--- config.mk ---
export PLATFORM = sky130hd
export DESIGN_NAME = clock_timer_stopwatch
export DESIGN_NICKNAME = d
export VERILOG_FILES = /design/src/hw/rtl/cts_pkg.sv /design/src/hw/rtl/clock_timer_stopwatch.sv
export SDC_FILE = /design/constraint.sdc
export NUM_CORES = 1
export LEC_CHECK = 0
export ABC_AREA = 0
export BUFFER_PORTS_ARGS = -buffer_cell sky130_fd_sc_hd__buf_2
export CORE_MARGIN = 2
export CORE_UTILIZATION = 33
export DETAILED_ROUTE_END_ITERATION = 7
export PLACE_DENSITY = 0.48
export SLEW_MARGIN = 0
export SYNTH_ARGS = -nofsm -noshare
export SYNTH_HDL_FRONTEND = slang
export SYNTH_SLANG_ARGS = --single-unit
export TNS_END_PERCENT = 20
--- constraint.sdc ---
create_clock -name clk_i -period 8.5 [get_ports clk_i]
set_input_delay 0.425 -clock clk_i [delete_from_list [all_inputs] [get_ports clk_i]]
set_output_delay 0.425 -clock clk_i [all_outputs]
set_load 0.01 [all_outputs]
--- src/hw/rtl/cts_pkg.sv ---
// shared types, codes and helpers for the clock, timer and stopwatch block
`timescale 1ns / 1ps

package cts_pkg;

  // sub-second counter covers tick rates up to one hundred per second
  localparam int unsigned SubW = 7;
  localparam int unsigned SecW = 6;
  localparam int unsigned MinW = 6;
  localparam int unsigned HourW = 5;
  localparam int unsigned TicksPerSecondDef = 60;

  localparam int unsigned InDataW = 8;
  localparam int unsigned OutDataW = 40;

  // display mode, also shown on the output as is
  typedef enum logic [1:0] {
    MODE_STOPWATCH = 2'd0,
    MODE_CLOCK     = 2'd1,
    MODE_TIMER     = 2'd2
  } mode_e;

  // digit selection codes in set phase
  localparam logic [2:0] SEL_NONE      = 3'd0;
  localparam logic [2:0] SEL_SEC_ONES  = 3'd1;
  localparam logic [2:0] SEL_SEC_TENS  = 3'd2;
  localparam logic [2:0] SEL_MIN_ONES  = 3'd3;
  localparam logic [2:0] SEL_MIN_TENS  = 3'd4;
  localparam logic [2:0] SEL_HOUR_ONES = 3'd5;
  localparam logic [2:0] SEL_HOUR_TENS = 3'd6;

  // one time set, binary counts per field
  typedef struct packed {
    logic [SubW-1:0]  sub_cnt;
    logic [SecW-1:0]  sec_cnt;
    logic [MinW-1:0]  min_cnt;
    logic [HourW-1:0] hour_cnt;
  } time_set_t;

  typedef struct packed {
    logic [3:0] tens;
    logic [3:0] ones;
  } bcd_t;

  // split a value below one hundred into two bcd digits, reciprocal multiply by 205/2048
  function automatic bcd_t to_bcd(input logic [SubW-1:0] v);
    logic [14:0] prod;
    logic [SubW-1:0] rest;
    bcd_t res;
    prod = 15'(v) * 15'd205;
    res.tens = prod[14:11];
    rest = v - SubW'({res.tens, 3'b000}) - SubW'({res.tens, 1'b0});
    res.ones = rest[3:0];
    return res;
  endfunction

endpackage

--- src/hw/rtl/clock_timer_stopwatch.sv ---
// top level: three-mode clock, countdown timer and stopwatch with bcd result stream
`timescale 1ns / 1ps

// Each input transfer is one sample period (tick, run switch, three button levels) and yields
// one result transfer with the BCD digits of the shown mode, the mode, the selected digit
// and the timer done flag. The block takes one sample every clock cycle while the output is not
// stalled: the whole update of the time sets, mode and button history is one registered step, and
// a result appears on the output register in the cycle after its sample is taken. The input stays
// ready while the output register is empty or being drained, so under output stalls samples stream
// back to back only as far as the single output register allows.
module clock_timer_stopwatch
  import cts_pkg::*;
#(
  parameter int unsigned TicksPerSecond = TicksPerSecondDef
) (
  input  logic                clk_i,
  input  logic                rst_ni,
  input  logic                s_axis_tvalid,
  output logic                s_axis_tready,
  // tick, run_switch, mode_button, select_button, count_button, zero fill
  input  logic [InDataW-1:0]  s_axis_tdata,
  output logic                m_axis_tvalid,
  input  logic                m_axis_tready,
  // sub_ones, sub_tens, sec_ones, sec_tens, min_ones, min_tens, hour_ones, hour_tens,
  // shown_mode, selected_digit, timer_done, zero fill
  output logic [OutDataW-1:0] m_axis_tdata
);

  localparam logic [SubW-1:0] SubLast = SubW'(TicksPerSecond - 1);

  mode_e            mode_q, mode_d;
  time_set_t [2:0]  sets_q, sets_d;
  logic [2:0]       set_idx_q, set_idx_d;
  logic             hist_mode_q, hist_sel_q, hist_cnt_q;
  logic             done_q, done_d;
  logic             out_valid_q;
  logic [OutDataW-1:0] out_data_q, out_data_d;

  logic      in_tick, in_run, in_mode, in_sel, in_cnt;
  logic      mode_edge, sel_edge, cnt_edge;
  logic      in_xfer;
  time_set_t cur;
  logic [SecW:0]  sec_sum;
  logic [MinW:0]  min_sum;
  logic [HourW:0] hour_sum;
  bcd_t      sub_bcd, sec_bcd, min_bcd, hour_bcd;

  assign in_tick = s_axis_tdata[0];
  assign in_run  = s_axis_tdata[1];
  assign in_mode = s_axis_tdata[2];
  assign in_sel  = s_axis_tdata[3];
  assign in_cnt  = s_axis_tdata[4];

  // single output register, input ready when it frees up
  assign s_axis_tready = !out_valid_q || m_axis_tready;
  assign in_xfer = s_axis_tvalid && s_axis_tready;

  assign mode_edge = in_mode && !hist_mode_q;
  assign sel_edge  = in_sel && !hist_sel_q;
  assign cnt_edge  = in_cnt && !hist_cnt_q;

  // next state for one sample
  always_comb begin
    mode_d    = mode_q;
    set_idx_d = set_idx_q;
    done_d    = done_q;
    sets_d    = sets_q;
    sec_sum   = '0;
    min_sum   = '0;
    hour_sum  = '0;

    // mode button acts first, the rest of the step runs in the new mode
    if (mode_edge) begin
      case (mode_q)
        MODE_STOPWATCH: mode_d = MODE_CLOCK;
        MODE_CLOCK:     mode_d = MODE_TIMER;
        default:        mode_d = MODE_STOPWATCH;
      endcase
      set_idx_d = SEL_NONE;
      done_d    = 1'b0;
    end

    cur = sets_q[mode_d];

    if (mode_d != MODE_STOPWATCH && in_run) begin
      // set phase opens on hour tens
      if (set_idx_d == SEL_NONE || set_idx_d > SEL_HOUR_TENS) begin
        set_idx_d = SEL_HOUR_TENS;
      end
      if (sel_edge) begin
        set_idx_d = (set_idx_d == SEL_HOUR_TENS) ? SEL_SEC_ONES : set_idx_d + 3'd1;
      end
      if (cnt_edge) begin
        case (set_idx_d)
          SEL_SEC_ONES, SEL_SEC_TENS: begin
            sec_sum = {1'b0, cur.sec_cnt} + ((set_idx_d == SEL_SEC_ONES) ? 7'd1 : 7'd10);
            if (sec_sum >= 7'd60) sec_sum = sec_sum - 7'd60;
            cur.sec_cnt = sec_sum[SecW-1:0];
          end
          SEL_MIN_ONES, SEL_MIN_TENS: begin
            min_sum = {1'b0, cur.min_cnt} + ((set_idx_d == SEL_MIN_ONES) ? 7'd1 : 7'd10);
            if (min_sum >= 7'd60) min_sum = min_sum - 7'd60;
            cur.min_cnt = min_sum[MinW-1:0];
          end
          SEL_HOUR_ONES, SEL_HOUR_TENS: begin
            hour_sum = {1'b0, cur.hour_cnt} + ((set_idx_d == SEL_HOUR_ONES) ? 6'd1 : 6'd10);
            if (hour_sum >= 6'd24) hour_sum = hour_sum - 6'd24;
            cur.hour_cnt = hour_sum[HourW-1:0];
          end
          default: ;
        endcase
        if (mode_d == MODE_TIMER) done_d = 1'b0;
      end
    end else begin
      set_idx_d = SEL_NONE;
      if (!in_run && in_tick) begin
        if (mode_d == MODE_TIMER) begin
          // countdown with borrow, holds at zero
          if (cur.sub_cnt != '0) begin
            cur.sub_cnt = cur.sub_cnt - SubW'(1);
          end else if (cur.sec_cnt != '0) begin
            cur.sec_cnt = cur.sec_cnt - SecW'(1);
            cur.sub_cnt = SubLast;
          end else if (cur.min_cnt != '0) begin
            cur.min_cnt = cur.min_cnt - MinW'(1);
            cur.sec_cnt = SecW'(59);
            cur.sub_cnt = SubLast;
          end else if (cur.hour_cnt != '0) begin
            cur.hour_cnt = cur.hour_cnt - HourW'(1);
            cur.min_cnt  = MinW'(59);
            cur.sec_cnt  = SecW'(59);
            cur.sub_cnt  = SubLast;
          end
          if (cur == '0) done_d = 1'b1;
        end else begin
          // count up with carry, wraps at 24 h
          if (cur.sub_cnt >= SubLast) begin
            cur.sub_cnt = '0;
            if (cur.sec_cnt >= SecW'(59)) begin
              cur.sec_cnt = '0;
              if (cur.min_cnt >= MinW'(59)) begin
                cur.min_cnt = '0;
                cur.hour_cnt = (cur.hour_cnt >= HourW'(23)) ? '0 : cur.hour_cnt + HourW'(1);
              end else begin
                cur.min_cnt = cur.min_cnt + MinW'(1);
              end
            end else begin
              cur.sec_cnt = cur.sec_cnt + SecW'(1);
            end
          end else begin
            cur.sub_cnt = cur.sub_cnt + SubW'(1);
          end
        end
      end
    end

    sets_d[mode_d] = cur;
  end

  // digits of the updated set
  always_comb begin
    sub_bcd  = to_bcd(cur.sub_cnt);
    sec_bcd  = to_bcd(SubW'(cur.sec_cnt));
    min_bcd  = to_bcd(SubW'(cur.min_cnt));
    hour_bcd = to_bcd(SubW'(cur.hour_cnt));
    out_data_d = {6'd0, done_d, set_idx_d, mode_d,
                  hour_bcd.tens[1:0], hour_bcd.ones,
                  min_bcd.tens[2:0], min_bcd.ones,
                  sec_bcd.tens[2:0], sec_bcd.ones,
                  sub_bcd.tens, sub_bcd.ones};
  end

  // state update on each input transfer
  always_ff @(posedge clk_i or negedge rst_ni) begin
    if (!rst_ni) begin
      mode_q      <= MODE_STOPWATCH;
      sets_q      <= '0;
      set_idx_q   <= SEL_NONE;
      hist_mode_q <= 1'b0;
      hist_sel_q  <= 1'b1;
      hist_cnt_q  <= 1'b1;
      done_q      <= 1'b0;
    end else if (in_xfer) begin
      mode_q      <= mode_d;
      sets_q      <= sets_d;
      set_idx_q   <= set_idx_d;
      hist_mode_q <= in_mode;
      hist_sel_q  <= in_sel;
      hist_cnt_q  <= in_cnt;
      done_q      <= done_d;
    end
  end

  // output register valid
  always_ff @(posedge clk_i or negedge rst_ni) begin
    if (!rst_ni) begin
      out_valid_q <= 1'b0;
    end else if (in_xfer) begin
      out_valid_q <= 1'b1;
    end else if (m_axis_tready) begin
      out_valid_q <= 1'b0;
    end
  end

  // output payload
  always_ff @(posedge clk_i) begin
    if (in_xfer) begin
      out_data_q <= out_data_d;
    end
  end

  assign m_axis_tvalid = out_valid_q;
  assign m_axis_tdata  = out_data_q;

`ifndef SYNTHESIS
  // mode register never leaves the three modes
  assert property (@(posedge clk_i) disable iff (!rst_ni)
    mode_q == MODE_STOPWATCH || mode_q == MODE_CLOCK || mode_q == MODE_TIMER)
    else $error("mode register out of range");

  // a digit is only selected outside stopwatch mode
  assert property (@(posedge clk_i) disable iff (!rst_ni)
    (set_idx_q != SEL_NONE) |-> (mode_q != MODE_STOPWATCH && set_idx_q <= SEL_HOUR_TENS))
    else $error("digit selected in stopwatch mode or out of range");

  // done only stands in timer mode
  assert property (@(posedge clk_i) disable iff (!rst_ni)
    done_q |-> (mode_q == MODE_TIMER))
    else $error("done flag outside timer mode");

  // every input transfer leaves a result in the output register
  assert property (@(posedge clk_i) disable iff (!rst_ni)
    in_xfer |=> (out_valid_q && out_data_q[29:28] == mode_q && out_data_q[32:30] == set_idx_q))
    else $error("result does not match state after transfer");
`endif

endmodule

# Word level (Yosys, flattened, before mapping)
# Index checks and enable logic that the tools add are counted.
# op_classes
n_addsub	23
n_mul	4
order_cmp	10
n_eq_ne	9
n_mux	57
n_reduce_logical	26
# ops
cell	count
24-bit two-way mux	5
17-bit two-way mux	7
72-bit bitwise mux	1
24-bit binary-select mux with 2-bit select	1
24-bit demux with 2-bit select	1
7-bit two-way mux	6
6-bit two-way mux	6
4-bit subtractor	8
6-bit by 8-bit multiplier with 14-bit output (second input constant)	2
5-bit two-way mux	5
24-bit zero test	1
11-bit two-way mux	2
7-bit by 6-bit >= comparator with 1-bit output (second input constant)	3
3-bit two-way mux	7
19-bit two-way mux	1
7-bit by 8-bit multiplier with 15-bit output (second input constant)	1
6-bit by 4-bit adder with 7-bit output	2
5-bit by 8-bit multiplier with 13-bit output (second input constant)	1
13-bit two-way mux	1
6-bit by 1-bit adder with 6-bit output (second input constant)	2
3-bit == test (second input constant)	4
6-bit >= comparator (second input constant)	2
4-bit two-way mux	3
6-bit nonzero test	2
30 further kinds	55
# totals
ff_bits	116
in_bits	12
output_inout_bits	42
word_cells	149

# Longest topological paths before layout
# depth
word_depth	22
mapped_depth	42

# Worst setup path after synthesis
# Ideal clock, no wire load.
# synth_path
path_kind	register to register
from	register hist_mode_q
to	register out_data_q[11], in the netlist m_axis_tdata[11] (data pin)
setup_ns	0.268
arrival_time_ns	8.016
required_ns	8.232
setup_slack_ns	0.216
path_stages_with_launch	40
path_buffers	5
period_less_slack_ns	8.284
path_cell_list	dfrtp_1 > and2b_1 > buf_6 > buf_6 > buf_6 > buf_2 > buf_2 > mux2i_1 > mux2i_1 > o21ai_1 > inv_1 > ha_1 > a21oi_1 > nor2_1 > xor2_1 > ha_1 > or3b_2 > a211o_1 > [4 not listed] > xnor2_1 > a21oi_1 > ha_1 > fa_1 > fa_1 > ha_1 > nand3_1 > a21oi_1 > nand4_1 > a31oi_1 > nor4b_2 > o21a_1 > nor2_1 > xnor2_1 > ha_1 > nand2_1 > nand3b_1 > xnor3_1
# synth_rtl
element	line	source
from (decl)	clock_timer_stopwatch.sv:34	logic hist_mode_q, hist_sel_q, hist_cnt_q;
from (signal assigned)	clock_timer_stopwatch.sv:187	hist_mode_q <= in_mode;
to (signal assigned)	clock_timer_stopwatch.sv:208	out_data_q <= out_data_d;
to (decl)	clock_timer_stopwatch.sv:37	logic [OutDataW-1:0] out_data_q, out_data_d;

==> out/metrics.yaml <==
yosys:
  synthTopCellsByArea: "dfrtp_1, ha_1, edfxtp_1"
  synthCells: 1371
  yosysSeqAreaShare: 0.259
  synth_common_cells: "nand2_1, ha_1, o21ai_0, inv_1, nor2_1"
  yosysTopAreaCell: "dfrtp_1"
  synthArstFlopShare: 0.707
  ys_seq_elements: 116
  yosysUniqueCellTypes: 99
  synth.most_common_cell: "nand2_1"
  synthFlopType: "dfrtp_1"
  synth_warnings: 0
  avgSynthCellArea_um2: 8.65
  synth_edf_count: 34
  synth_top_area_frac: 0.169
  synthesis.area_um2: 11900
run:
  maxCapViolations: 0
critical_path:
  arrival_ns: 8.24
  cp-start-kind: "register"
  max_stage_delay_ns: 0.49
  rrSetupSlack_ns: 0.43
  r2r-end: "m_axis_tdata[11]$_DFFE_PP_"
  cpMostUsedCell: "ha_1"
  worstSetupEndpointType: "register"
  cp_slowest_cell: "fa_1"
  crit_required_ns: 8.68
  cp_max_fo: 5
  r2r-start: "hist_mode_q$_DFFE_PN0P_"
  reg2reg_depth: 36
  critPathKind: "reg2reg"
layout:
  nFillCells: 3573
  fin_util: 0.393
  area_growth_pct: 17.5
  drive_above_1_share: 0.190
  diodes: 0
  finalNetCount: 1634
outcome:
  status: "finished clean"
floorplan:
  chipHeight_um: 194
  core_um2: 35500
  num_rows: 69
  num_io_pins: 54
  initial_core_util: 0.334
  die_w_um: 194
  die_area_um2: 37500
routing:
  ant_nets: 0
  num_vias: 10892
  wl_mm: 38.4
  drc: 0
  drtIter0Drc: 946
  dr.pass1.iters: 6
  wire_per_inst_um: 19.7
  post_drt_via_cell_ratio: 5.60
worst_hold_path:
  hold_depth: 2
  min_from: "s_axis_tvalid"
  holdPathEnd: "m_axis_tvalid$_DFFE_PN0P_"
  worstHoldPathType: "in2reg"
grt:
  grt_pass1_vias: 10381
  grt-ovfl-total: 0
  grt_max_degree: 59
  antenna_found_initial: 1
  grt_usage: 0.205
  grt_pass1_wl_mm: 60.5
sta:
  finalCriticalPeriod_ns: 8.07
  tightest_slew_ns: 1.07
  max_freq_mhz: 124
  drv_slew: 0
  hold_violations: 0
  finalCritPeriodShare: 0.949
  slew_headroom: 0.287
  skew_ns: 0.0141
  finalSetupViolations: 0
place:
  port_buffers: 44
  dp_hpwl_mm: 29.5
  place_congestion: 0.962
clock_network:
  clk_latency_ns: 0.44
  cts_buffers: 17
  clk_pin_slew_ns: 0.06
  numClockSinks: 116
  htreeDepth: 4
  tritoncts: "built"
  root_buffer: "clkbuf_16"
  clockBufferDepth: 2
-- layer usage --
| layer | GRT usage | vias to the layer above | wire [um] |
|---|---|---|---|
| met3 | 0.0333 | 34 | 2290 |
| met1 | 0.295 | 5293 | 18500 |
| met5 | 0 | - | 0 |
| li1 | - | 5230 | - |
| met4 | 0.0565 | 0 | 593 |
| met2 | 0.318 | 335 | 17100 |
-- cells in the final DEF, fill, tap and decap left out, types with 21 or more instances in the layout --
cell type,Yosys,layout
o21ai_0,88,87
nor3_1,28,24
mux2i_1,42,41
buf_2,17,43
edfxtp_1,34,34
ha_1,126,124
dfrtp_1,80,80
a31oi_1,25,25
nand2_1,162,161
buf_4,9,110
mux2_2,25,25
nor2_1,84,83
a21oi_1,77,70
nand3_1,36,36
and2_1,21,21
inv_1,85,85
fa_1,25,24
xnor2_1,30,28
-- logic make-up (layout without fill, tap and decap cells) --
kind of cell / Yosys count / after routing / synth area share
buf+inv: 169 / 277 / 0.0613
other cells: 1 / 6 / 0.000316
fa+ha+maj: 151 / 151 / 0.175
compound gates: 376 / 376 / 0.219
simple gates: 446 / 446 / 0.187
mux: 67 / 67 / 0.0592
xor+xnor: 45 / 45 / 0.0380
flops: 116 / 116 / 0.259
-- worst max-delay path, delay by kind of cell, from the launching register on --
kind,cells,cell delay [ns]
buffers and inverters,3,0.45
xor gates and xnor gates,5,1.21
DFF,1,0.41
and+or+nand+nor,12,1.83
AOI/OAI and AO/OA,7,1.36
adders and majority gates,7,2.25
muxes,2,0.31
-- cell type report --
type	instances	area, um^2	share of cell area
multi-input combinational	1091	8220	0.590
sequential	116	3080	0.221
timing repair buffer	155	1070	0.0769
tap	461	577	0.0414
clock buffer	19	454	0.0326
inverter	90	338	0.0242
clock inverter	13	198	0.0142
-- worst max path at each step --
stage,from,endpoint,slack [ns],cells past startpoint
final,hist_mode_q$_DFFE_PN0P_,m_axis_tdata[11]$_DFFE_PP_,0.43,36
after global routing,hist_mode_q$_DFFE_PN0P_,m_axis_tdata[11]$_DFFE_PP_,-0.11,36
after CTS,hist_mode_q$_DFFE_PN0P_,m_axis_tdata[11]$_DFFE_PP_,0.10,35
after detailed placement,s_axis_tdata[2],m_axis_tdata[11]$_DFFE_PP_,0.05,36
after global placement,s_axis_tdata[2],m_axis_tdata[11]$_DFFE_PP_,0.19,35
after floorplan,hist_mode_q$_DFFE_PN0P_,m_axis_tdata[11]$_DFFE_PP_,0.22,39
-- sequential cells by signal, summed over array words and instances (netlist names) --
name and cells:
hist_sel_q 1, done_q 1, sets_q 72, set_idx_q 3, m_axis_tvalid 1, mode_q 2, hist_mode_q 1, hist_cnt_q 1
m_axis_tdata 34
-- per-stage QoR --
stage / worst slack, ns / setup TNS [ns] / hold slack, ns / std cells / instance area (um^2)
2_1_floorplan: 0.216 / 0 / 0.129 / 1376 / 11900
3_3_place_gp: 0.187 / 0 / 0.393 / 1902 / 13100
3_5_place_dp: 0.0493 / 0 / 0.394 / 1902 / 13100
4_1_cts: 0.104 / 0 / 0.169 / 1935 / 13700
5_1_grt: -0.109 / -0.110 / 0.181 / 1945 / 13900
6_report: 0.432 / 0 / 0.188 / 1945 / 13900
-- what timing repair did --
item / CTS / global route
endpoints found under the setup margin: 0 / 6
endpoints found under the hold margin: 22 / 0
setup buffers: 0 / 10
gates resized for setup: 0 / 26
hold buffers: 1 / 0
Power is not shown: default switching activity piles up to over one toggle a cycle in this logic, so the estimate is an artifact.
